### src/sv/bayer_bilinear_demosaic_top_defines.svh
// ----------------------------------------------------------------------------
// Assertion macros for the Bayer demosaic block
// Concurrent checks that compile away when SYNTHESIS is defined.
// ----------------------------------------------------------------------------
`ifndef BAYER_BILINEAR_DEMOSAIC_TOP_DEFINES_SVH
`define BAYER_BILINEAR_DEMOSAIC_TOP_DEFINES_SVH

`ifndef SYNTHESIS
`define BBD_ASSERT_IMP(lbl, ante, cons, msg) \
	lbl: assert property (@(posedge clk) disable iff (!arst_n) (ante) |-> (cons)) \
		else $error(msg);
`define BBD_ASSERT_NXT(lbl, ante, cons, msg) \
	lbl: assert property (@(posedge clk) disable iff (!arst_n) (ante) |=> (cons)) \
		else $error(msg);
`else
`define BBD_ASSERT_IMP(lbl, ante, cons, msg)
`define BBD_ASSERT_NXT(lbl, ante, cons, msg)
`endif

`endif

### src/sv/bbd_pkg.sv
// ----------------------------------------------------------------------------
// Bayer demosaic package
// Shared constants, codes and the control bundle between pipeline stages.
// ----------------------------------------------------------------------------
package bbd_pkg;

	localparam int unsigned MAX_WIDTH_DEF  = 1024;
	localparam int unsigned MAX_HEIGHT_DEF = 1024;

	localparam int unsigned DIM_BITS   = 11;
	localparam int unsigned PIXEL_BITS = 8;
	localparam int unsigned RGB_BITS   = 3 * PIXEL_BITS;

	localparam int unsigned APB_ADDR_BITS = 3;
	localparam int unsigned APB_DATA_BITS = 32;

	localparam logic [DIM_BITS-1:0] RESET_WIDTH  = DIM_BITS'(32);
	localparam logic [DIM_BITS-1:0] RESET_HEIGHT = DIM_BITS'(32);

	localparam logic CMD_PIXEL = 1'b0;
	localparam logic CMD_FLUSH = 1'b1;

	localparam logic REG_WIDTH  = 1'b0;
	localparam logic REG_HEIGHT = 1'b1;

	typedef struct packed {
		logic emit;
		logic top;
		logic bottom;
		logic left;
		logic right;
		logic odd_row;
		logic odd_col;
		logic frame_end;
	} bbd_flags_t;

endpackage

### src/sv/bbd_cfg_regs.sv
// ----------------------------------------------------------------------------
// Configuration registers
// APB write and read of the image width and height, clamped for the datapath.
// ----------------------------------------------------------------------------
module bbd_cfg_regs import bbd_pkg::*; #(
	parameter int unsigned MAX_WIDTH  = MAX_WIDTH_DEF,
	parameter int unsigned MAX_HEIGHT = MAX_HEIGHT_DEF,
	localparam int unsigned WW = $clog2(MAX_WIDTH + 1),
	localparam int unsigned HW = $clog2(MAX_HEIGHT + 1)
) (
	input  logic                     clk,
	input  logic                     arst_n,
	input  logic                     psel,
	input  logic                     penable,
	input  logic                     pwrite,
	input  logic [APB_ADDR_BITS-1:0] paddr,
	input  logic [APB_DATA_BITS-1:0] pwdata,
	output logic [APB_DATA_BITS-1:0] prdata,
	output logic                     pready,
	output logic [WW-1:0]            width,
	output logic [HW-1:0]            height,
	output logic                     cfg_clear
);

	logic [DIM_BITS-1:0] width_q;
	logic [DIM_BITS-1:0] height_q;
	logic                reg_sel;

	function automatic logic [31:0] clamp_dim(logic [DIM_BITS-1:0] v, int unsigned hi);
		logic [31:0] ext;
		ext = 32'(v);
		if (ext < 32'd2) begin
			return 32'd2;
		end
		if (ext > 32'(hi)) begin
			return 32'(hi);
		end
		return ext;
	endfunction

	assign pready    = 1'b1;
	assign reg_sel   = paddr[APB_ADDR_BITS-1];
	assign cfg_clear = psel && penable && pwrite && pready;

	always_ff @(posedge clk or negedge arst_n) begin
		if (!arst_n) begin
			width_q  <= RESET_WIDTH;
			height_q <= RESET_HEIGHT;
		end else if (cfg_clear) begin
			case (reg_sel)
				REG_WIDTH:  width_q  <= pwdata[DIM_BITS-1:0];
				REG_HEIGHT: height_q <= pwdata[DIM_BITS-1:0];
				default: begin
				end
			endcase
		end
	end

	always_comb begin
		case (reg_sel)
			REG_WIDTH:  prdata = APB_DATA_BITS'(width_q);
			REG_HEIGHT: prdata = APB_DATA_BITS'(height_q);
			default:    prdata = '0;
		endcase
	end

	assign width  = WW'(clamp_dim(width_q, MAX_WIDTH));
	assign height = HW'(clamp_dim(height_q, MAX_HEIGHT));

endmodule

### config.mk
export PLATFORM = sky130hd
export DESIGN_NAME = bbd_cfg_regs
export DESIGN_NICKNAME = d
export VERILOG_FILES = /design/src/sv/bayer_bilinear_demosaic_top_defines.svh /design/src/sv/bbd_pkg.sv /design/src/sv/bbd_cfg_regs.sv
export SDC_FILE = /design/constraint.sdc
export NUM_CORES = 1
export LEC_CHECK = 0
export ABC_AREA = 1
export ABC_CLOCK_PERIOD_IN_PS = 1250
export BUFFER_PORTS_ARGS = -buffer_cell sky130_fd_sc_hd__clkbuf_2
export CORE_UTILIZATION = 42
export DETAILED_ROUTE_END_ITERATION = 10
export PLACE_DENSITY = 0.8
export SLEW_MARGIN = 20
export SYNTH_ARGS = -nofsm -noshare
export SYNTH_HDL_FRONTEND = slang
export SYNTH_SLANG_ARGS = --single-unit
### constraint.sdc
create_clock -name clk -period 1.25 [get_ports clk]
set_input_delay 0.0625 -clock clk [delete_from_list [all_inputs] [get_ports clk]]
set_output_delay 0.0625 -clock clk [all_outputs]
set_load 0.01 [all_outputs]
==> results.ini <==
[floorplan]
row_count = 20
core-area_um2 = 3153
io_pins = 96
initial_core_util = 0.4579
die_h_um = 60.63
die-area_um2 = 3676
die_x_um = 60.63

[worst_setup_path]
cp.required_ns = 1.19
crit_type = register to primary output
path_max_fanout = 5
worstSetupEndpointType = primary output
startpoint_type = register
crit_arrival_ns = 1.55

[yosys]
ys_types = 24
ys_warn_count = 0
synth_top_family_by_area = simple AND/OR/NAND/NOR gates
muxShareOfSynthArea = 0
ys_seq_area_frac = 0.3830
synth_area_um2 = 1444
synthCells = 207
synthTopCellsByArea = dfrtp_1, nand2_1, buf_4
ys_async_sr_fraction = 1.000
synth-edff-count = 0
syn_avg_cell_area_um2 = 6.975
synthAdderAreaFrac = 0
synth_xor_area_frac = 0
synthSimpleGateAreaFrac = 0.2418
synth-seq-cells = 22
synth_largest_area_cell = dfrtp_1
synth_top_area_share = 0.3466
ys.flop_type = dfrtp_1
synth_compound_area_frac = 0.1430

[timing]
tightest_slew_ns = 0.5759
period_needed_ns = 1.610
skew_ns = 0
fmax_mhz = 621.2
setup_tns_ns = -5.195
setup_violations = 19
fin_crit_sh = 1.288
fin_ws_ns = -0.3597
rsz0062_at_grt = true
whs_ns = 0.01776
hold_viol = 0
slew_headroom = 0.6151
slew_viol_final = 0

[grt]
overflow = 0
grt_max_degree = 23
grt_util_all_layers = 0.1894
grt_pass1_wl_mm = 5.181
grt_pass1_vias = 1214
antenna_found_initial = 0

[power]
vdd_drop_max_v = 0.0006645
leakagePower_nw = 1.113
cellPowerDensity_nw_per_um2 = 1360

[placed_design]
place_inst = 308
dp_hpwl_mm = 2.550
place_congestion = 0.8420
portBuffers = 50

[route]
route.met2.wl_mm = 1.679
vias = 1441
routed_wl_mm = 3.393
wl_met3_um = 198
via_per_inst = 4.517
top_layer = met4
drt-pass1-iter-count = 6
met1Wirelength_mm = 1.464
drtAntennaViolNets = 0
drc = 0
wl_per_cell_um = 10.64
drt-initial-drc-count = 56

[run_status]
status = finished with violations
violations = setup timing

[clock_network]
clk_pin_slew_ns = 0.12
clk_path_buf_depth = 2
root_buffer = clkbuf_4
cts_buffers = 3
cts_tree = yes
clock_latency_ns = 0.30
cts_sinks = 22
htreeDepth = 1

[worst_hold_path]
hold_class = input port to register

[cells_and_area]
layout-drive-gt1-share = 0.4291
final_cell_mix = nand2_1, clkbuf_2, inv_1, o21ai_0
layout_commonest_cell = nand2_1
final_nets = 316
diodes = 0
syn_to_final_growth_pct = 35.62
finalNonFillerCells = 319

[job]
max_cap_violations = 0

[synthesized netlist by cell type (2+ instances only)]
cell,count
nand2_1,51
o21ai_0,31
inv_1,30
buf_4,22
dfrtp_1,20
nor2_1,13
a21oi_1,9
nor2_2,5
buf_2,4
clkbuf_1,4
conb_1,2
dfstp_2,2
nand2_2,2
nor2_4,2
[registers in the layout, indices dropped and copies added, names as in the netlist]
name	count
height_q	11
width_q	11
[layer usage]
layer | up-vias | global-route usage
met4 | 0 | 0.05844
met2 | 64 | 0.3218
li1 | 724 | -
met3 | 6 | 0.02132
met1 | 647 | 0.2551
met5 | - | 0
[worst paths after layout]
check	start	endpoint	slack [ns]	cells past startpoint
worst min-delay path	pwdata[0]	height_q[0]	0.02	3
max in group asynchronous	arst_n	height_q[10]	0.61	2
min in group asynchronous	arst_n	width_q[10]	0.26	2
worst max register to register	width_q[5]	width_q[5]	0.33	3
worst min register to register	height_q[0]	height_q[0]	0.57	2
worst max-delay path	width_q[3]	width[2]	-0.36	6
[where the power goes]
group / total [mW] / internal [mW] / switching, mW
logic: 1.31 / 0.578 / 0.734
registers: 0.966 / 0.854 / 0.112
clock network: 0.384 / 0.178 / 0.207
[per-stage QoR]
stage,power (mW),worst slack [ns],util,instance area (um2)
finish,2.663,-0.3597,0.6210,1958
global route,2.868,-0.4183,0.6210,1958
CTS,2.513,-0.2971,0.5881,1854
detailed placement,2.071,0.008287,0.5575,1758
global placement,2.039,0.03212,0.5575,1758
floorplan,1.634,0.1288,-,1519
[cells by family (layout without fill, tap and decap cells)]
kind of cell | after synthesis | count (layout)
simple gates | 79 | 80
buf+inv | 63 | 110
compound gates | 41 | 41
flops | 22 | 22
other cells | 2 | 22
[what timing repair did]
item                                   4_1_cts  5_1_grt
hold buffers                                 2        0
setup buffers                                2        2
endpoints found under the hold margin       21        0
setup endpoints to repair                   19       25
pin swaps                                    6       10
gates resized for setup                     10       57
cloned                                       1        0
[final cells by class]
| type | instances | area, um2 |
|---|---|---|
| Inverter | 31 | 123.9 |
| Fill cell | 292 | 1195 |
| Clock buffer | 4 | 36.28 |
| Sequential cell | 22 | 554.3 |
| Tap cell | 44 | 55.05 |
| Timing Repair Buffer | 75 | 456.7 |
| Multi-Input combinational cell | 143 | 732.0 |
[worst max-delay path, stage by stage (launching register included)]
cell and delay, ns:
dfrtp_1 0.41, nor2_2 0.13, nand2_2 0.10, nor2_4 0.19, nand2_4 0.11, a21oi_2 0.16
buf_2 0.14
(Power assumes the default switching activity.)
