### config.mk
export PLATFORM = sky130hd
export DESIGN_NAME = bbd_ctrl
export DESIGN_NICKNAME = d
export VERILOG_FILES = /design/src/sv/bayer_bilinear_demosaic_top_defines.svh /design/src/sv/bbd_pkg.sv /design/src/sv/bbd_ctrl.sv
export SDC_FILE = /design/constraint.sdc
export NUM_CORES = 1
export LEC_CHECK = 0
export BUFFER_PORTS_ARGS = -buffer_cell sky130_fd_sc_hd__clkbuf_2
export CAP_MARGIN = 20
export CORE_MARGIN = 2
export CORE_UTILIZATION = 52
export CTS_CLUSTER_SIZE = 40
export DETAILED_ROUTE_END_ITERATION = 10
export HOLD_SLACK_MARGIN = 0.12
export PLACE_DENSITY_LB_ADDON = 0.3
export SYNTH_ARGS = -nofsm -noshare
export SYNTH_HDL_FRONTEND = slang
export SYNTH_SLANG_ARGS = --single-unit
### constraint.sdc
create_clock -name clk -period 3.35 [get_ports clk]
set_clock_uncertainty 0.1 [all_clocks]
set_input_delay 0.8375 -clock clk [delete_from_list [all_inputs] [get_ports clk]]
set_output_delay 0.8375 -clock clk [all_outputs]
set_load 0.03 [all_outputs]
### src/sv/bayer_bilinear_demosaic_top_defines.svh
// ----------------------------------------------------------------------------
// Assertion macros for the Bayer demosaic block
// Concurrent checks that compile away when SYNTHESIS is defined.
// ----------------------------------------------------------------------------
`ifndef BAYER_BILINEAR_DEMOSAIC_TOP_DEFINES_SVH
`define BAYER_BILINEAR_DEMOSAIC_TOP_DEFINES_SVH

`ifndef SYNTHESIS
`define BBD_ASSERT_IMP(lbl, ante, cons, msg) \
	lbl: assert property (@(posedge clk) disable iff (!arst_n) (ante) |-> (cons)) \
		else $error(msg);
`define BBD_ASSERT_NXT(lbl, ante, cons, msg) \
	lbl: assert property (@(posedge clk) disable iff (!arst_n) (ante) |=> (cons)) \
		else $error(msg);
`else
`define BBD_ASSERT_IMP(lbl, ante, cons, msg)
`define BBD_ASSERT_NXT(lbl, ante, cons, msg)
`endif

`endif

### src/sv/bbd_pkg.sv
// ----------------------------------------------------------------------------
// Bayer demosaic package
// Shared constants, codes and the control bundle between pipeline stages.
// ----------------------------------------------------------------------------
package bbd_pkg;

	localparam int unsigned MAX_WIDTH_DEF  = 1024;
	localparam int unsigned MAX_HEIGHT_DEF = 1024;

	localparam int unsigned DIM_BITS   = 11;
	localparam int unsigned PIXEL_BITS = 8;
	localparam int unsigned RGB_BITS   = 3 * PIXEL_BITS;

	localparam int unsigned APB_ADDR_BITS = 3;
	localparam int unsigned APB_DATA_BITS = 32;

	localparam logic [DIM_BITS-1:0] RESET_WIDTH  = DIM_BITS'(32);
	localparam logic [DIM_BITS-1:0] RESET_HEIGHT = DIM_BITS'(32);

	localparam logic CMD_PIXEL = 1'b0;
	localparam logic CMD_FLUSH = 1'b1;

	localparam logic REG_WIDTH  = 1'b0;
	localparam logic REG_HEIGHT = 1'b1;

	typedef struct packed {
		logic emit;
		logic top;
		logic bottom;
		logic left;
		logic right;
		logic odd_row;
		logic odd_col;
		logic frame_end;
	} bbd_flags_t;

endpackage

### src/sv/bbd_ctrl.sv
// ----------------------------------------------------------------------------
// Position control and first pipeline stage
// Tracks input and output positions, issues line memory reads and loads s1.
// ----------------------------------------------------------------------------
module bbd_ctrl import bbd_pkg::*; #(
	parameter int unsigned MAX_WIDTH  = MAX_WIDTH_DEF,
	parameter int unsigned MAX_HEIGHT = MAX_HEIGHT_DEF,
	localparam int unsigned CW = $clog2(MAX_WIDTH),
	localparam int unsigned WW = $clog2(MAX_WIDTH + 1),
	localparam int unsigned HW = $clog2(MAX_HEIGHT + 1),
	localparam int unsigned RW = $clog2(MAX_HEIGHT + 2),
	localparam int unsigned OW = $clog2(MAX_HEIGHT)
) (
	input  logic                  clk,
	input  logic                  arst_n,
	input  logic                  cfg_clear,
	input  logic [WW-1:0]         width,
	input  logic [HW-1:0]         height,
	input  logic                  in_tvalid,
	output logic                  in_tready,
	input  logic                  in_cmd,
	input  logic [PIXEL_BITS-1:0] in_px,
	input  logic                  commit,
	output logic                  mem_ren,
	output logic [CW-1:0]         mem_raddr,
	output logic                  s1_valid,
	output logic [CW-1:0]         s1_ci,
	output logic [PIXEL_BITS-1:0] s1_px,
	output logic                  s1_fwd,
	output bbd_flags_t            s1_flags
);

	logic [CW-1:0]         in_col_q;
	logic [RW-1:0]         in_row_q;
	logic [CW-1:0]         out_col_q;
	logic [OW-1:0]         out_row_q;
	logic                  s1_valid_q;
	logic [CW-1:0]         ci_s1;
	logic [PIXEL_BITS-1:0] px_s1;
	logic                  fwd_s1;
	bbd_flags_t            flags_s1;

	logic                  accept;
	logic                  draining;
	logic                  take;
	logic [WW-1:0]         col_inc;
	logic [WW-1:0]         ocol_inc;
	logic [HW-1:0]         orow_inc;
	logic                  col_wrap;
	bbd_flags_t            flags;

	assign in_tready = !s1_valid_q || commit;
	assign accept    = in_tvalid && in_tready;
	assign draining  = in_row_q >= RW'(height);
	assign take      = accept && (draining || in_cmd == CMD_PIXEL);

	assign col_inc  = WW'(in_col_q) + WW'(1);
	assign ocol_inc = WW'(out_col_q) + WW'(1);
	assign orow_inc = HW'(out_row_q) + HW'(1);
	assign col_wrap = col_inc >= width;

	always_comb begin
		flags.emit      = (in_row_q >= RW'(2)) || (in_row_q == RW'(1) && in_col_q != '0);
		flags.top       = out_row_q == '0;
		flags.bottom    = orow_inc >= height;
		flags.left      = out_col_q == '0;
		flags.right     = ocol_inc >= width;
		flags.odd_row   = out_row_q[0];
		flags.odd_col   = out_col_q[0];
		flags.frame_end = flags.bottom && flags.right;
	end

	always_ff @(posedge clk or negedge arst_n) begin
		if (!arst_n) begin
			in_col_q  <= '0;
			in_row_q  <= '0;
			out_col_q <= '0;
			out_row_q <= '0;
		end else if (cfg_clear) begin
			in_col_q  <= '0;
			in_row_q  <= '0;
			out_col_q <= '0;
			out_row_q <= '0;
		end else if (take) begin
			if (flags.emit && flags.frame_end) begin
				in_col_q  <= '0;
				in_row_q  <= '0;
				out_col_q <= '0;
				out_row_q <= '0;
			end else begin
				if (col_wrap) begin
					in_col_q <= '0;
					in_row_q <= in_row_q + RW'(1);
				end else begin
					in_col_q <= CW'(col_inc);
				end
				if (flags.emit) begin
					if (flags.right) begin
						out_col_q <= '0;
						out_row_q <= out_row_q + OW'(1);
					end else begin
						out_col_q <= CW'(ocol_inc);
					end
				end
			end
		end
	end

	always_ff @(posedge clk or negedge arst_n) begin
		if (!arst_n) begin
			s1_valid_q <= 1'b0;
		end else if (take) begin
			s1_valid_q <= 1'b1;
		end else if (commit) begin
			s1_valid_q <= 1'b0;
		end
	end

	// The column just written back by s1 is read again by the new request
	// only when a frame restarts at column zero; that case is forwarded.
	always_ff @(posedge clk) begin
		if (take) begin
			ci_s1    <= in_col_q;
			px_s1    <= draining ? '0 : in_px;
			fwd_s1   <= s1_valid_q && ci_s1 == in_col_q;
			flags_s1 <= flags;
		end
	end

	assign mem_ren   = take;
	assign mem_raddr = in_col_q;
	assign s1_valid  = s1_valid_q;
	assign s1_ci     = ci_s1;
	assign s1_px     = px_s1;
	assign s1_fwd    = fwd_s1;
	assign s1_flags  = flags_s1;

endmodule

==> results.yml <==
synth:
  yosysUniqueCellTypes: 50
  syn_area_per_cell_um2: 9.79
  synthCells: 470
  async_reset_ff_share_pct: 60.9
  synth_edf_count: 27
  yosys_warnings: 0
  synth_nets: 559
  synthesis.area_um2: 4600
  synth-seq-cells: 69
  ys_seq_area_share_pct: 40.4
  synth_ff_type: "dfrtp_1"
sta:
  finalHoldViolations: 0
  setup_violations: 0
  relSlewSlack_pct: 63.2
  tightest_slew_ps: 552
  post-route-period-util_pct: 97.5
  max_freq_ghz: 0.306
  fin_ws_ps: 83.0
  final_max_slew_viol_count: 0
  timing.final.crit_period_ps: 3270
clocking:
  postCtsHoldBufs: 0
  clock-root-buffer: "clkbuf_8"
  path_clk_slew_ps: 80
  clockBufferDepth: 2
  clkLatencyLatePin_ps: 360
  h-tree-depth: 3
  cts_tree: "done"
  clkSinkCount: 69
  cts_buffers: 9
route:
  wire_per_inst_um: 16.7
  first_pass_iters: 5
  drt_iter0_markers: 260
  drc: 0
  postRouteAntennaNets: 0
  vias: 4071
  via_per_inst: 5.85
  wl_um: 11600
grt:
  antenna_found_initial: 0
  overflow: 0
  grt_pass1_wl_um: 18800
  grt_max_degree: 38
  grt_util_all_layers_pct: 24.0
  grt_pass1_vias: 4013
floorplan:
  chipHeight_um: 98.1
  core_um2: 8640
  start_util_pct: 53.3
  die_w_um: 98.1
  die_area_um2: 9620
  num_rows: 34
  ios: 76
cells_and_area:
  drive_above_1_share_pct: 28.6
  register_area_um2: 1870
  antenna_cells: 0
  syn_to_final_growth_pct: 24.6
  post-route-util_pct: 66.4
  final_nets: 672
  fillers: 689
  multi_input_area_um2: 2680
  final_area_um2: 5730
worst_setup_path:
  timing_worst_setup_path_type: "flop to flop"
  r2r_slack_ps: 80
  max_stage_delay_ps: 440
  cp-end-kind: "flop"
  cp_slowest_cell: "or4_1"
  critPathMaxFanout: 5
  cp-start-kind: "flop"
  startpoint: "out_row_q[0]$_DFFE_PN0P_"
  worstPathCellList: "ha_4 > and3_4 > and3_4 > nand3_1 > xnor2_1 > ha_1 > a21o_1 > a21o_1 > a21oi_2 > o21ai_2 > buf_4 > nand3b_1 > or4_1 > a21oi_1"
  r2r-start: "out_row_q[0]$_DFFE_PN0P_"
  worstRegToRegCells: 14
  required_ps: 3530
  worstPathArrival_ps: 3440
  rr_endpoint: "out_row_q[5]$_DFFE_PN0P_"
  crit_path_end: "out_row_q[5]$_DFFE_PN0P_"
power_and_ir_drop:
  leakagePower_nw: 2.79
  pwr-share-comb_pct: 10.9
  swShare_pct: 24.5
  ir_worst_vdd_v: 0.000315
  intPower_w: 0.00146
  seqPwrFrac_pct: 46.6
  power.switching_w: 0.000475
  power_frac_clock_pct: 42.5
  power.density_nw_per_um2: 338
placement:
  pre_cts_ws_ps: 80.4
  dp_hpwl_um: 8510
  place_congestion: 0.951
  io_buffer_count: 75
  placed_area_um2: 5320
min_path:
  hp-class: "primary input to asynchronous set/reset pin"
run_status:
  outcome: "finished clean"
run:
  maxCapViolations: 0
==> placed cells by master, fill, tap and decap left out, types with 3 or more instances in the layout <==
| cell | count |
|---|---|
| a2111oi_4 | 3 |
| a21o_1 | 7 |
| a21oi_1 | 41 |
| a21oi_2 | 5 |
| a22o_1 | 14 |
| and2_1 | 14 |
| and3_1 | 11 |
| and3_4 | 4 |
| buf_4 | 36 |
| bufinv_16 | 3 |
| clkbuf_2 | 75 |
| clkbuf_8 | 9 |
| dfrtp_1 | 39 |
| dfrtp_2 | 3 |
| edfxtp_1 | 27 |
| ha_1 | 51 |
| inv_1 | 33 |
| mux2_2 | 3 |
| nand2_1 | 33 |
| nand2b_1 | 5 |
| nand3_1 | 23 |
| nand3b_1 | 3 |
| nand4_1 | 8 |
| nor2_1 | 22 |
| nor2_2 | 3 |
| nor2b_1 | 6 |
| nor3_1 | 4 |
| nor4_1 | 7 |
| o211ai_1 | 3 |
| o21ai_0 | 15 |
| or3_1 | 3 |
| xnor2_1 | 21 |
| xor2_1 | 9 |
==> worst min path at each step <==
stage                     depth (start not counted)                      from                        to
after floorplan                                   1   in_row_q[3]$_DFFE_PN0P_   in_row_q[3]$_DFFE_PN0P_
after global placement                            0  mem_raddr[0]$_DFFE_PN0P_        s1_ci[0]$_DFFE_PP_
after detailed placement                          0  mem_raddr[0]$_DFFE_PN0P_        s1_ci[0]$_DFFE_PP_
after CTS                                         1                    arst_n  out_col_q[1]$_DFFE_PN0P_
after global routing                              1                    arst_n  out_col_q[1]$_DFFE_PN0P_
final                                             1                    arst_n  out_col_q[1]$_DFFE_PN0P_
==> routing by layer <==
| metal | track usage (%) | vias up | share of wire (%) |
|---|---|---|---|
| li1 | - | 1929 | - |
| met1 | 32.0 | 1939 | 44 |
| met2 | 39.3 | 168 | 48 |
| met3 | 4.15 | 35 | 5.5 |
| met4 | 8.97 | 0 | 2.3 |
| met5 | 0 | - | 0 |
==> layout make-up <==
| cell class | instances | share of cell area [%] |
|---|---|---|
| multi-input cells | 353 | 46.7 |
| inverters | 35 | 2.29 |
| clock inverters | 5 | 1.75 |
| clock buffers | 11 | 2.29 |
| repair buffers | 115 | 12.1 |
| flip-flops and latches | 69 | 32.5 |
| well taps | 108 | 2.36 |
==> worst max-delay path: cells and delay by family, from the launching register on <==
family                     cells  cell delay (ps)
and+or+nand+nor                5             1190
adders and majority gates      2              480
xor gates and xnor gates       1              150
buffers and inverters          1              140
DFF                            1              400
AOI/OAI and AO/OA              5              720
==> cells in the mapped netlist, types with 14 or more instances <==
cell       n  area share [%]
nor2_1    25             2.0
a22o_1    14             2.7
and2_1    15             2.0
xnor2_1   23             4.4
and3_1    15             2.0
ha_1      53              14
a21oi_1   44             4.8
dfrtp_1   42              23
nand2_1   33             2.7
inv_1     33             2.7
nand3_1   25             2.7
edfxtp_1  27              18
o21ai_0   16             1.7
==> power by group through the flow <==
stage	clock [W]	combinational (W)	sequential, W
after CTS	0.000822	0.000203	0.000903
after global placement	0	0.000197	0.000919
after floorplan	0	0.0000858	0.000952
final	0.000824	0.000210	0.000903
after global routing	0.000865	0.000230	0.000904
after detailed placement	0	0.000203	0.000920
==> state kept, by name, indices dropped and copies added (netlist names) <==
signal / flops
s1_px: 8
s1_fwd: 1
out_row_q: 10
s1_flags: 8
s1_ci: 10
s1_valid: 1
out_col_q: 10
in_row_q: 11
mem_raddr: 10
==> metrics by stage <==
step / instances / total power [W] / hold WS (ps) / TNS [ps]
global placement: 673 / 0.00112 / 393 / 0
detailed placement: 673 / 0.00112 / 413 / 0
global route: 696 / 0.00200 / 219 / -221
CTS: 689 / 0.00193 / 221 / -4.00
floorplan: 470 / 0.00104 / 391 / 0
finish: 696 / 0.00194 / 223 / 0
==> cell families (layout without fill, tap and decap cells) <==
group                      after synthesis  after routing  share of synthesized area (%)
AOI/OAI and AO/OA                      106            106                           16.0
xor gates and xnor gates                32             32                           6.09
adders and majority gates               53             53                           14.4
buffers and inverters                   48            166                           4.24
DFF                                     69             69                           40.4
muxes                                    4              4                          0.951
and+or+nand+nor                        158            158                           17.9
==> repair_timing <==
item,in CTS,in global routing
setup endpoints to repair,1,35
resized for setup,0,28
cloned,0,1
buffers inserted,0,6
pin swaps,0,10
Note: power is estimated with default switching activity, not from simulation.
