### config.mk
export PLATFORM = sky130hd
export DESIGN_NAME = bbd_window
export DESIGN_NICKNAME = d
export VERILOG_FILES = /design/src/sv/bayer_bilinear_demosaic_top_defines.svh /design/src/sv/bbd_pkg.sv /design/src/sv/bbd_window.sv
export SDC_FILE = /design/constraint.sdc
export NUM_CORES = 1
export LEC_CHECK = 0
export BUFFER_PORTS_ARGS = -buffer_cell sky130_fd_sc_hd__buf_2
export CAP_MARGIN = 10
export CORE_MARGIN = 2
export CORE_UTILIZATION = 55
export CTS_BUF_LIST = sky130_fd_sc_hd__clkbuf_8
export CTS_CLUSTER_DIAMETER = 150
export DETAILED_ROUTE_END_ITERATION = 16
export GPL_TIMING_DRIVEN = 1
export PLACE_DENSITY = 0.79
export SYNTH_ARGS = -nofsm -noshare
export SYNTH_HDL_FRONTEND = slang
export SYNTH_SLANG_ARGS = --single-unit
### constraint.sdc
create_clock -name clk -period 13.2 [get_ports clk]
set_clock_uncertainty 0.05 [all_clocks]
set_input_delay 1.32 -clock clk [delete_from_list [all_inputs] [get_ports clk]]
set_output_delay 1.32 -clock clk [all_outputs]
set_load 0.03 [all_outputs]
### src/sv/bayer_bilinear_demosaic_top_defines.svh
// ----------------------------------------------------------------------------
// Assertion macros for the Bayer demosaic block
// Concurrent checks that compile away when SYNTHESIS is defined.
// ----------------------------------------------------------------------------
`ifndef BAYER_BILINEAR_DEMOSAIC_TOP_DEFINES_SVH
`define BAYER_BILINEAR_DEMOSAIC_TOP_DEFINES_SVH

`ifndef SYNTHESIS
`define BBD_ASSERT_IMP(lbl, ante, cons, msg) \
	lbl: assert property (@(posedge clk) disable iff (!arst_n) (ante) |-> (cons)) \
		else $error(msg);
`define BBD_ASSERT_NXT(lbl, ante, cons, msg) \
	lbl: assert property (@(posedge clk) disable iff (!arst_n) (ante) |=> (cons)) \
		else $error(msg);
`else
`define BBD_ASSERT_IMP(lbl, ante, cons, msg)
`define BBD_ASSERT_NXT(lbl, ante, cons, msg)
`endif

`endif

### src/sv/bbd_pkg.sv
// ----------------------------------------------------------------------------
// Bayer demosaic package
// Shared constants, codes and the control bundle between pipeline stages.
// ----------------------------------------------------------------------------
package bbd_pkg;

	localparam int unsigned MAX_WIDTH_DEF  = 1024;
	localparam int unsigned MAX_HEIGHT_DEF = 1024;

	localparam int unsigned DIM_BITS   = 11;
	localparam int unsigned PIXEL_BITS = 8;
	localparam int unsigned RGB_BITS   = 3 * PIXEL_BITS;

	localparam int unsigned APB_ADDR_BITS = 3;
	localparam int unsigned APB_DATA_BITS = 32;

	localparam logic [DIM_BITS-1:0] RESET_WIDTH  = DIM_BITS'(32);
	localparam logic [DIM_BITS-1:0] RESET_HEIGHT = DIM_BITS'(32);

	localparam logic CMD_PIXEL = 1'b0;
	localparam logic CMD_FLUSH = 1'b1;

	localparam logic REG_WIDTH  = 1'b0;
	localparam logic REG_HEIGHT = 1'b1;

	typedef struct packed {
		logic emit;
		logic top;
		logic bottom;
		logic left;
		logic right;
		logic odd_row;
		logic odd_col;
		logic frame_end;
	} bbd_flags_t;

endpackage

### src/sv/bbd_window.sv
// ----------------------------------------------------------------------------
// Window and interpolation stage
// Shifts the 3x3 window, writes the line memories back and registers RGB.
// ----------------------------------------------------------------------------
module bbd_window import bbd_pkg::*; #(
	parameter int unsigned MAX_WIDTH = MAX_WIDTH_DEF,
	localparam int unsigned CW = $clog2(MAX_WIDTH)
) (
	input  logic                  clk,
	input  logic                  arst_n,
	input  logic                  s1_valid,
	input  logic [CW-1:0]         s1_ci,
	input  logic [PIXEL_BITS-1:0] s1_px,
	input  logic                  s1_fwd,
	input  bbd_flags_t            s1_flags,
	input  logic [PIXEL_BITS-1:0] rd_a,
	input  logic [PIXEL_BITS-1:0] rd_b,
	output logic                  commit,
	output logic                  mem_wen,
	output logic [CW-1:0]         mem_waddr,
	output logic [PIXEL_BITS-1:0] mem_wdata_a,
	output logic [PIXEL_BITS-1:0] mem_wdata_b,
	output logic                  out_tvalid,
	input  logic                  out_tready,
	output logic [RGB_BITS-1:0]   out_tdata,
	output logic                  out_tlast
);

	logic [PIXEL_BITS-1:0] win_q [9];
	logic [PIXEL_BITS-1:0] nw [9];
	logic [PIXEL_BITS-1:0] last_px_q;
	logic [PIXEL_BITS-1:0] last_a_q;
	logic [PIXEL_BITS-1:0] a_eff;
	logic [PIXEL_BITS-1:0] b_eff;
	logic                  out_valid_q;
	logic [RGB_BITS-1:0]   out_data_q;
	logic                  out_last_q;

	logic [PIXEL_BITS-1:0] p11, p12, p13, p21, p22, p23, p31, p32, p33;
	logic [PIXEL_BITS:0]   horiz;
	logic [PIXEL_BITS:0]   vert;
	logic [PIXEL_BITS+1:0] cross_sum;
	logic [PIXEL_BITS+1:0] diag;
	logic [PIXEL_BITS-1:0] red, green, blue;
	logic                  load_out;

	assign commit   = s1_valid && (!s1_flags.emit || !out_valid_q || out_tready);
	assign load_out = commit && s1_flags.emit;

	assign a_eff = s1_fwd ? last_px_q : rd_a;
	assign b_eff = s1_fwd ? last_a_q  : rd_b;

	always_comb begin
		nw[0] = win_q[1];
		nw[1] = win_q[2];
		nw[2] = b_eff;
		nw[3] = win_q[4];
		nw[4] = win_q[5];
		nw[5] = a_eff;
		nw[6] = win_q[7];
		nw[7] = win_q[8];
		nw[8] = s1_px;
	end

	always_comb begin
		p11 = (s1_flags.top || s1_flags.left) ? '0 : nw[0];
		p12 = s1_flags.top ? '0 : nw[1];
		p13 = (s1_flags.top || s1_flags.right) ? '0 : nw[2];
		p21 = s1_flags.left ? '0 : nw[3];
		p22 = nw[4];
		p23 = s1_flags.right ? '0 : nw[5];
		p31 = (s1_flags.bottom || s1_flags.left) ? '0 : nw[6];
		p32 = s1_flags.bottom ? '0 : nw[7];
		p33 = (s1_flags.bottom || s1_flags.right) ? '0 : nw[8];

		horiz     = {1'b0, p21} + {1'b0, p23};
		vert      = {1'b0, p12} + {1'b0, p32};
		cross_sum = {2'b00, p12} + {2'b00, p21} + {2'b00, p23} + {2'b00, p32};
		diag      = {2'b00, p11} + {2'b00, p13} + {2'b00, p31} + {2'b00, p33};

		case ({s1_flags.odd_row, s1_flags.odd_col})
			2'b11: begin
				red   = horiz[PIXEL_BITS:1];
				green = p22;
				blue  = vert[PIXEL_BITS:1];
			end
			2'b00: begin
				red   = vert[PIXEL_BITS:1];
				green = p22;
				blue  = horiz[PIXEL_BITS:1];
			end
			2'b10: begin
				red   = p22;
				green = cross_sum[PIXEL_BITS+1:2];
				blue  = diag[PIXEL_BITS+1:2];
			end
			default: begin
				red   = diag[PIXEL_BITS+1:2];
				green = cross_sum[PIXEL_BITS+1:2];
				blue  = p22;
			end
		endcase
	end

	always_ff @(posedge clk) begin
		if (commit) begin
			for (int i = 0; i < 9; i++) begin
				win_q[i] <= nw[i];
			end
			last_px_q <= s1_px;
			last_a_q  <= a_eff;
		end
		if (load_out) begin
			out_data_q <= {blue, green, red};
			out_last_q <= s1_flags.frame_end;
		end
	end

	always_ff @(posedge clk or negedge arst_n) begin
		if (!arst_n) begin
			out_valid_q <= 1'b0;
		end else if (load_out) begin
			out_valid_q <= 1'b1;
		end else if (out_tready) begin
			out_valid_q <= 1'b0;
		end
	end

	assign mem_wen     = commit;
	assign mem_waddr   = s1_ci;
	assign mem_wdata_a = s1_px;
	assign mem_wdata_b = a_eff;

	assign out_tvalid = out_valid_q;
	assign out_tdata  = out_data_q;
	assign out_tlast  = out_last_q;

endmodule

==> results of run 1 <==
[state kept, by name (all words and copies together) (netlist names)]
signal / cells
win_q: 40
out_tdata: 24
last_a_q: 8
out_tlast: 1
out_tvalid: 1
[layer usage]
| layer | up-vias | part of all wire (%) | global-route usage, % |
|---|---|---|---|
| li1 | 1884 | - | - |
| met1 | 1903 | 45 | 33.2 |
| met2 | 127 | 47 | 39.8 |
| met3 | 23 | 5.2 | 3.34 |
| met4 | 0 | 2.8 | 10.6 |
| met5 | - | 0 | 0 |
[where the power goes]
| part | switching, mW | total [mW] | internal [mW] |
|---|---|---|---|
| registers | 0.00917 | 0.292 | 0.283 |
| logic | 0.131 | 0.214 | 0.0827 |
| clock network | 0.0882 | 0.192 | 0.104 |
| total | 0.228 | 0.698 | 0.469 |
[cells in the final DEF (no fill, tap or decap), types with 4 or more instances in the layout]
master / n
inv_1: 66
nand2_1: 27
clkbuf_8: 9
o21ai_1: 6
a22oi_1: 5
nand2b_1: 12
nor2b_1: 28
xnor2_1: 10
mux2_2: 12
mux2i_1: 7
and2_1: 17
ha_1: 32
a21o_1: 6
buf_2: 80
fa_1: 34
edfxtp_1: 73
xor2_1: 5
a21oi_1: 24
o21ai_0: 9
o21a_1: 9
a222oi_1: 4
or2_2: 7
nor2_1: 29
clkinv_1: 6
[worst min-delay path by stage]
stage	start	end	slack (ps)
after global placement	win_q[2][7]$_DFFE_PP_	win_q[1][7]$_DFFE_PP_	400
after detailed placement	win_q[2][1]$_DFFE_PP_	win_q[1][1]$_DFFE_PP_	390
after CTS	win_q[2][1]$_DFFE_PP_	win_q[1][1]$_DFFE_PP_	420
final	win_q[2][1]$_DFFE_PP_	win_q[1][1]$_DFFE_PP_	430
after floorplan	win_q[2][1]$_DFFE_PP_	win_q[1][1]$_DFFE_PP_	370
after global routing	win_q[2][1]$_DFFE_PP_	win_q[1][1]$_DFFE_PP_	440
[metrics by stage]
stage,setup WS [ps],cells,hold slack (ps)
2_1_floorplan,5600,524,368
5_1_grt,8030,716,442
4_1_cts,8190,716,423
3_3_place_gp,7960,700,402
3_5_place_dp,7850,700,392
6_report,8180,716,427
[synthesized netlist by cell type, types with 7 or more instances]
library cell	number
inv_1	66
clkbuf_1	9
nand2b_1	12
xnor2_1	10
mux2i_1	7
or2_2	7
nor2b_1	28
buf_4	28
fa_1	34
nand2_1	27
nor2_1	29
a21oi_1	24
ha_1	32
and2_1	17
o21ai_0	9
edfxtp_1	73
o21a_1	9
mux2_2	12
[cells by family (layout without fill, tap and decap cells)]
group | count (synthesis) | in the layout | share of synthesized area [%]
AND/OR/NAND/NOR | 135 | 135 | 13.2
AO/OA/AOI/OAI | 105 | 105 | 13.2
multiplexers | 19 | 19 | 3.62
XOR/XNOR | 15 | 15 | 2.32
flip-flops | 74 | 74 | 39.1
buffers and inverters | 110 | 166 | 9.45
adder cells (fa/ha/maj) | 66 | 66 | 19.1
[critical path, stage by stage]
cell      delay [ps]
buf_2            380
mux2_2           390
nor2b_1          160
fa_1             520
inv_1             60
fa_1             530
inv_1             70
fa_1             480
a211oi_1         260
nor2_1           110
o31a_1           260
o21a_1           210
o21ai_0          150
a41oi_1          140
[cell type report]
type                            count  area, µm²
Clock inverter                      7       83.8
Clock buffer                        9        124
Fill cell                         880       4000
Multi-Input combinational cell    340       2930
Timing Repair Buffer               81        408
Tap cell                          136        170
Inverter                           69        259
Sequential cell                    74       2220
==> results.yml, run 1 <==
power:
  ir_drop_v: 0.0000589
  p_per_area_mw_per_mm2: 113
  leakagePower_nw: 2.71
  p_total_uw: 698
timing:
  setup_viol: 0
  rsz0062_at_grt: "no"
  final_hold_viol_count: 0
  period_share_pct: 38.0
  relSlewSlack_pct: 31.0
  worst_pin_slew_ps: 1030
  maxSlewViolCount: 0
  final.min_clock_period_ps: 5020
  fin_setup_tns_ps: 0
  fmax_ghz: 0.199
grt:
  gr-total-overflow: 0
  grt_use_total_pct: 24.5
  grt_pass1_wl_mm: 20.7
  grt_max_degree: 52
  antenna_found_initial: 0
  grt_pass1_vias: 4050
finish:
  syn_to_final_growth_pct: 9.19
  drive_gt1_share_pct: 20.7
  n_antenna_cell: 0
  fin_area_mm2: 0.00619
  nNetsFinal: 688
  utilization_pct: 60.7
floorplanning:
  rows: 37
  io_pins: 101
  core_mm2: 0.0102
  die_area_mm2: 0.0111
  initial_core_util_pct: 55.6
  die_w_um: 106
  die_h_um: 106
worst_setup_path:
  reg2reg_setup_slack_ps: 9070
  worstReg2RegEnd: "out_tdata[23]$_DFFE_PP_"
  setup.worst_path.start: "s1_fwd"
  required_ps: 13230
  worstReg2RegStart: "last_a_q[2]$_DFFE_PP_"
  cp-start-kind: "input pin"
  endpoint_kind: "register"
  r2r_cells: 13
  crit_path_end: "out_tdata[23]$_DFFE_PP_"
  criticalPathCategory: "input pin to register"
  cp_max_fo: 16
  arrival_ps: 5050
detailed_routing:
  antenna_left: 0
  drtIter0Drc: 167
  firstDrtPassIters: 5
  wire_per_inst_um: 18.1
  routed_via_density: 5.50
  totalWireLength_mm: 13.0
  drc: 0
  vias: 3937
placed_design:
  hpwl_mm: 10.2
  dpl-instance-area_mm2: 0.00598
  numPortBuffers: 80
  gp_congestion: 0.890
yosys:
  ys_seq_area_share_pct: 39.1
  synth_cell_types: 60
  synth_warnings: 0
  yosys.area.top_type: "edfxtp_1"
  syn_area_mm2: 0.00567
  synth-edff-count: 73
  avgSynthCellArea_um2: 10.8
  synth_area_leaders: "edfxtp_1 (39%), fa_1 (12%), ha_1 (7.1%), inv_1 (4.4%), buf_4 (3.7%)"
  yosys_register_bits: 74
  synth.top_cell.area_share_pct: 38.7
  async_reset_ff_share_pct: 1.35
  synthCells: 524
  syn_nets: 637
  synth_ff_type: "edfxtp_1"
clock_network:
  clock-sinks: 74
  cts-root-buf: "clkbuf_8"
  cts_post_setup_buffers_inserted: 0
  htree_levels: 3
  cts_tree: "built"
  postCtsHoldBufs: 0
  cts_resized: 0
  cts_made_buffers: 9
  clockBufferDepth: 2
  clk_pin_slew_ps: 70
  clk_latency_ps: 360
run_status:
  status: "completed"
worst_hold_path:
  min_path_cells: 0
  hold_class: "register to register"
job:
  maxCapViolations: 0
No activity file was read; power rests on OpenSTA's default activity.
==> run 2: changes to the inputs <==
clock period = 4.8 ns   (was 13.2 ns; I/O delays follow)
==> results.yml, run 2 (synthesis gave the netlist of run 1 again) <==
worst_setup_path:
  setup.worst_path.start: "last_a_q[2]$_DFFE_PP_"
  criticalPathCategory: "register to register"
  required_ps: 4830
  cp-start-kind: "register"
  cp_max_fo: 5
  slowest_stage: "edfxtp_1"
  worstReg2RegStart: "last_a_q[2]$_DFFE_PP_"
  path_delay_family: "adder cells"
  path_cells: "mux2_2 -> nor2b_1 -> fa_1 -> inv_1 -> fa_1 -> inv_1 -> fa_1 -> a211oi_1 -> nor2_1 -> o31a_1 -> o21a_1 -> o21ai_0 -> a41oi_1"
  crit_path_end: "out_tdata[23]$_DFFE_PP_"
  critPathMostFrequentCell: "fa_1"
  arrival_ps: 4160
  reg2reg_setup_slack_ps: 670
  slowest_delay_ps: 540
  endpoint_kind: "register"
  worstReg2RegEnd: "out_tdata[23]$_DFFE_PP_"
  cp.depth: 13
  r2r_cells: 13
  crit_buf_inv: 2
clock_network:
  clk_pin_slew_ps: 90
  cts_resized: 0
  cts-root-buf: "clkbuf_8"
  clockBufferDepth: 2
  cts_post_setup_buffers_inserted: 0
  cts_tree: "built"
  cts_made_buffers: 9
  clk_latency_ps: 370
  clock-sinks: 74
  htree_levels: 3
  postCtsHoldBufs: 1
worst_hold_path:
  hold_class: "input pin to register"
timing:
  fmax_ghz: 0.242
  final.min_clock_period_ps: 4130
  final_hold_viol_count: 0
  setup_viol: 0
  fin_ws_ps: 668
  period_share_pct: 86.1
  relSlewSlack_pct: 30.8
  worst_pin_slew_ps: 1040
  hold_slack_ps: 250
  fin_setup_tns_ps: 0
  maxSlewViolCount: 0
  rsz0062_at_grt: "no"
finish:
  top_register: "win_q"
  nFillCells: 865
  fin_area_mm2: 0.00620
  mostFrequentLayoutCells: "buf_2 (80), edfxtp_1 (73), inv_1 (68)"
  drive_gt1_share_pct: 21.1
  largest_reg_flops: 40
  multi_input_comb_area_mm2: 0.00293
  syn_to_final_growth_pct: 9.38
  final_common_cell: "buf_2"
  n_antenna_cell: 0
  nNetsFinal: 692
  regArea_mm2: 0.00222
detailed_routing:
  firstDrtPassIters: 5
  totalWireLength_mm: 12.9
  antenna_left: 0
  vias: 3969
  drc: 0
  routed_via_density: 5.51
  wire_per_inst_um: 17.9
  drtIter0Drc: 266
placed_design:
  hpwl_mm: 10.2
  dpl-instance-area_mm2: 0.00600
  numPortBuffers: 80
  dp_slack_ps: 381
  gp_congestion: 0.868
grt:
  grt_max_degree: 51
  grt_pass1_vias: 4012
  gr-total-overflow: 0
  grt_pass1_wl_mm: 20.3
  antenna_found_initial: 0
  grt_use_total_pct: 24.0
power:
  p_per_area_mw_per_mm2: 302
  ir_drop_v: 0.000163
  leakagePower_nw: 2.72
  p_total_mw: 1.87
floorplanning:
  io_pins: 101
  initial_core_util_pct: 55.6
  rows: 37
  die_area_mm2: 0.0111
  die_w_um: 106
  die_h_um: 106
  core_mm2: 0.0102
job:
  maxCapViolations: 0
run_status:
  status: "completed"
run 2: changes by cell type in the layout (fill, tap and decap cells not counted), sizes merged:
cell         before  now
buf              81   84
inv              66   68
bufinv            2    1
clkinv            7    6
dlygate4sd3       0    1
run 2: metal layers:
layer | share of wire (%) | wire length [µm] | GRT usage (%) | up-vias
li1 | - | - | - | 1899
met1 | 43 | 5590 | 32.0 | 1873
met2 | 47 | 6060 | 39.4 | 178
met3 | 7.9 | 1030 | 5.57 | 19
met4 | 1.7 | 222 | 7.05 | 0
met5 | 0 | 0 | 0 | -
run 2: stage by stage:
stage / util [%] / instances
2_1_floorplan: - / 524
3_3_place_gp: 58.9 / 703
3_5_place_dp: 58.9 / 703
4_1_cts: 60.9 / 720
5_1_grt: 60.9 / 720
6_report: 60.9 / 720
run 2: worst min path at each step:
| stage | from | end | slack, ps | cells past startpoint |
|---|---|---|---|---|
| after global routing | s1_flags[0] | out_tlast$_DFFE_PP_ | 240 | 1 |
| after CTS | s1_flags[0] | out_tlast$_DFFE_PP_ | 240 | 1 |
| after global placement | arst_n | out_tvalid$_DFFE_PN0P_ | 200 | 1 |
| after detailed placement | arst_n | out_tvalid$_DFFE_PN0P_ | 210 | 1 |
| final | s1_flags[0] | out_tlast$_DFFE_PP_ | 250 | 1 |
| after floorplan | arst_n | out_tvalid$_DFFE_PN0P_ | 130 | 0 |
run 2: area by class of cell:
cell class | instances | share of cell area (%)
clock buffers | 9 | 2.00
clock inverters | 7 | 1.01
inverters | 69 | 4.18
multi-input cells | 340 | 47.2
flip-flops and latches | 74 | 35.8
well taps | 136 | 2.75
repair buffers | 85 | 7.11
run 2: where the power goes:
group / leakage [nW] / internal [mW] / switching (mW)
sequential: 0.715 / 0.777 / 0.0248
clock: 0.0992 / 0.235 / 0.239
combinational: 1.91 / 0.230 / 0.364
total: 2.72 / 1.24 / 0.628
==> run 3: changes to the inputs <==
CORE_UTILIZATION = 40   (was 55)
PLACE_DENSITY = default   (was 0.79)
==> results.yml, run 3 (synthesis gave the netlist of run 1 again) <==
run_status:
  status: "completed"
placed_design:
  gp_congestion: 0.892
  dpl.cell_count: 748
  numPortBuffers: 80
  dp_slack_ps: 390
  hpwl_mm: 10.7
detailed_routing:
  firstDrtPassIters: 8
  vias: 3958
  antenna_left: 0
  routed-wl-met2_mm: 5.94
  routed_via_density: 5.19
  totalWireLength_mm: 13.1
  wl_met3_um: 850
  drc: 0
  top_layer: "met4"
  wire_per_inst_um: 17.2
  drtIter0Drc: 242
  met1_length_mm: 6.06
timing:
  rsz0062_at_grt: "no"
  maxSlewViolCount: 0
  fin_ws_ps: 711
  period_share_pct: 85.2
  hold_slack_ps: 246
  setup_viol: 0
  fin_setup_tns_ps: 0
  fmax_ghz: 0.245
  worst_pin_slew_ps: 1080
  relSlewSlack_pct: 28.3
  final.min_clock_period_ps: 4090
  final_hold_viol_count: 0
finish:
  final_common_cell: "buf_2"
  fin_cells: 762
  top_register: "win_q"
  drive_gt1_share_pct: 21.3
  n_antenna_cell: 0
  largest_reg_flops: 40
  multi_input_comb_area_mm2: 0.00293
  mostFrequentLayoutCells: "buf_2 (80), edfxtp_1 (73), inv_1 (66)"
  syn_to_final_growth_pct: 9.78
  nNetsFinal: 693
  nFillCells: 1324
  regArea_mm2: 0.00222
grt:
  grt_use_total_pct: 18.4
  grt_pass1_vias: 3960
  antenna_found_initial: 0
  grt_max_degree: 31
  grt_pass1_wl_mm: 20.7
  gr-total-overflow: 0
clock_network:
  clockBufferDepth: 2
  cts_tree: "built"
  clk_latency_ps: 370
  cts-root-buf: "clkbuf_8"
  clock-sinks: 74
  htree_levels: 3
  cts_made_buffers: 9
  clk_pin_slew_ps: 80
  cts_resized: 0
worst_hold_path:
  hold_class: "input pin to register"
  whs_endpoint: "out_tlast$_DFFE_PP_"
  hold_start: "s1_flags[0]"
  min_path_cells: 1
worst_setup_path:
  cp-start-kind: "register"
  reg2reg_setup_slack_ps: 710
  worstReg2RegEnd: "out_tdata[23]$_DFFE_PP_"
  required_ps: 4840
  r2r_cells: 13
  cp_max_fo: 5
  worstReg2RegStart: "last_a_q[2]$_DFFE_PP_"
  criticalPathCategory: "register to register"
  arrival_ps: 4130
  endpoint_kind: "register"
power:
  ir_drop_v: 0.000182
  p_per_area_mw_per_mm2: 290
  p_total_mw: 1.80
  leakagePower_nw: 2.70
floorplanning:
  rows: 43
  die_area_mm2: 0.0151
  die_h_um: 123
  io_pins: 101
  initial_core_util_pct: 40.8
  core_mm2: 0.0139
  die_w_um: 123
job:
  maxCapViolations: 0
==> run 3: how the worst max path moves through the flow <==
stage	from	end	slack (ps)	depth (start not counted)
finish	last_a_q[2]$_DFFE_PP_	out_tdata[23]$_DFFE_PP_	710	13
global route	last_a_q[2]$_DFFE_PP_	out_tdata[23]$_DFFE_PP_	560	13
CTS	last_a_q[2]$_DFFE_PP_	out_tdata[23]$_DFFE_PP_	710	13
detailed placement	s1_fwd	out_tdata[22]$_DFFE_PP_	390	15
global placement	s1_fwd	out_tdata[22]$_DFFE_PP_	430	15
floorplan	out_tvalid$_DFFE_PN0P_	out_tdata[0]$_DFFE_PP_	3	3
==> run 3: area by class of cell <==
| type | count | share of cell area, % |
|---|---|---|
| inverter | 69 | 4.16 |
| clock inverter | 4 | 0.362 |
| sequential | 74 | 35.6 |
| timing repair buffer | 86 | 7.20 |
| multi-input combinational | 340 | 47.0 |
| clock buffer | 9 | 1.99 |
| tap | 180 | 3.62 |
==> run 3: timing repair <==
item / 4_1_cts / 5_1_grt
hold buffers: 1 / 0
endpoints found under the setup margin: 0 / 0
hold endpoints to repair: 1 / 0
setup buffers: 0 / 0
==> run 3: per-layer routing <==
metal / up-vias / GRT usage [%]
met4: 0 / 6.75
met1: 1890 / 25.8
li1: 1899 / -
met2: 143 / 28.2
met3: 26 / 3.92
met5: - / 0
==> run 3: critical path, cell delays in order (launching register included) <==
cell and delay [ps]:
edfxtp_1 520, mux2_2 330, nor2b_1 150, fa_1 500, inv_1 50, fa_1 530, inv_1 70, fa_1 480
a211oi_1 260, nor2_1 110, o31a_1 260, o21a_1 200, o21ai_0 150, a41oi_1 150
==> run 3: power by group <==
group	total [mW]	switching, mW	internal, mW
combinational	0.591	0.362	0.229
clock	0.408	0.233	0.176
sequential	0.802	0.0249	0.777
==> run 3: per-stage QoR <==
| stage | area (µm²) | util [%] |
|---|---|---|
| floorplan | 5670 | - |
| global placement | 6060 | 43.7 |
| detailed placement | 6060 | 43.7 |
| CTS | 6220 | 44.8 |
| global route | 6220 | 44.8 |
| finish | 6220 | 44.8 |
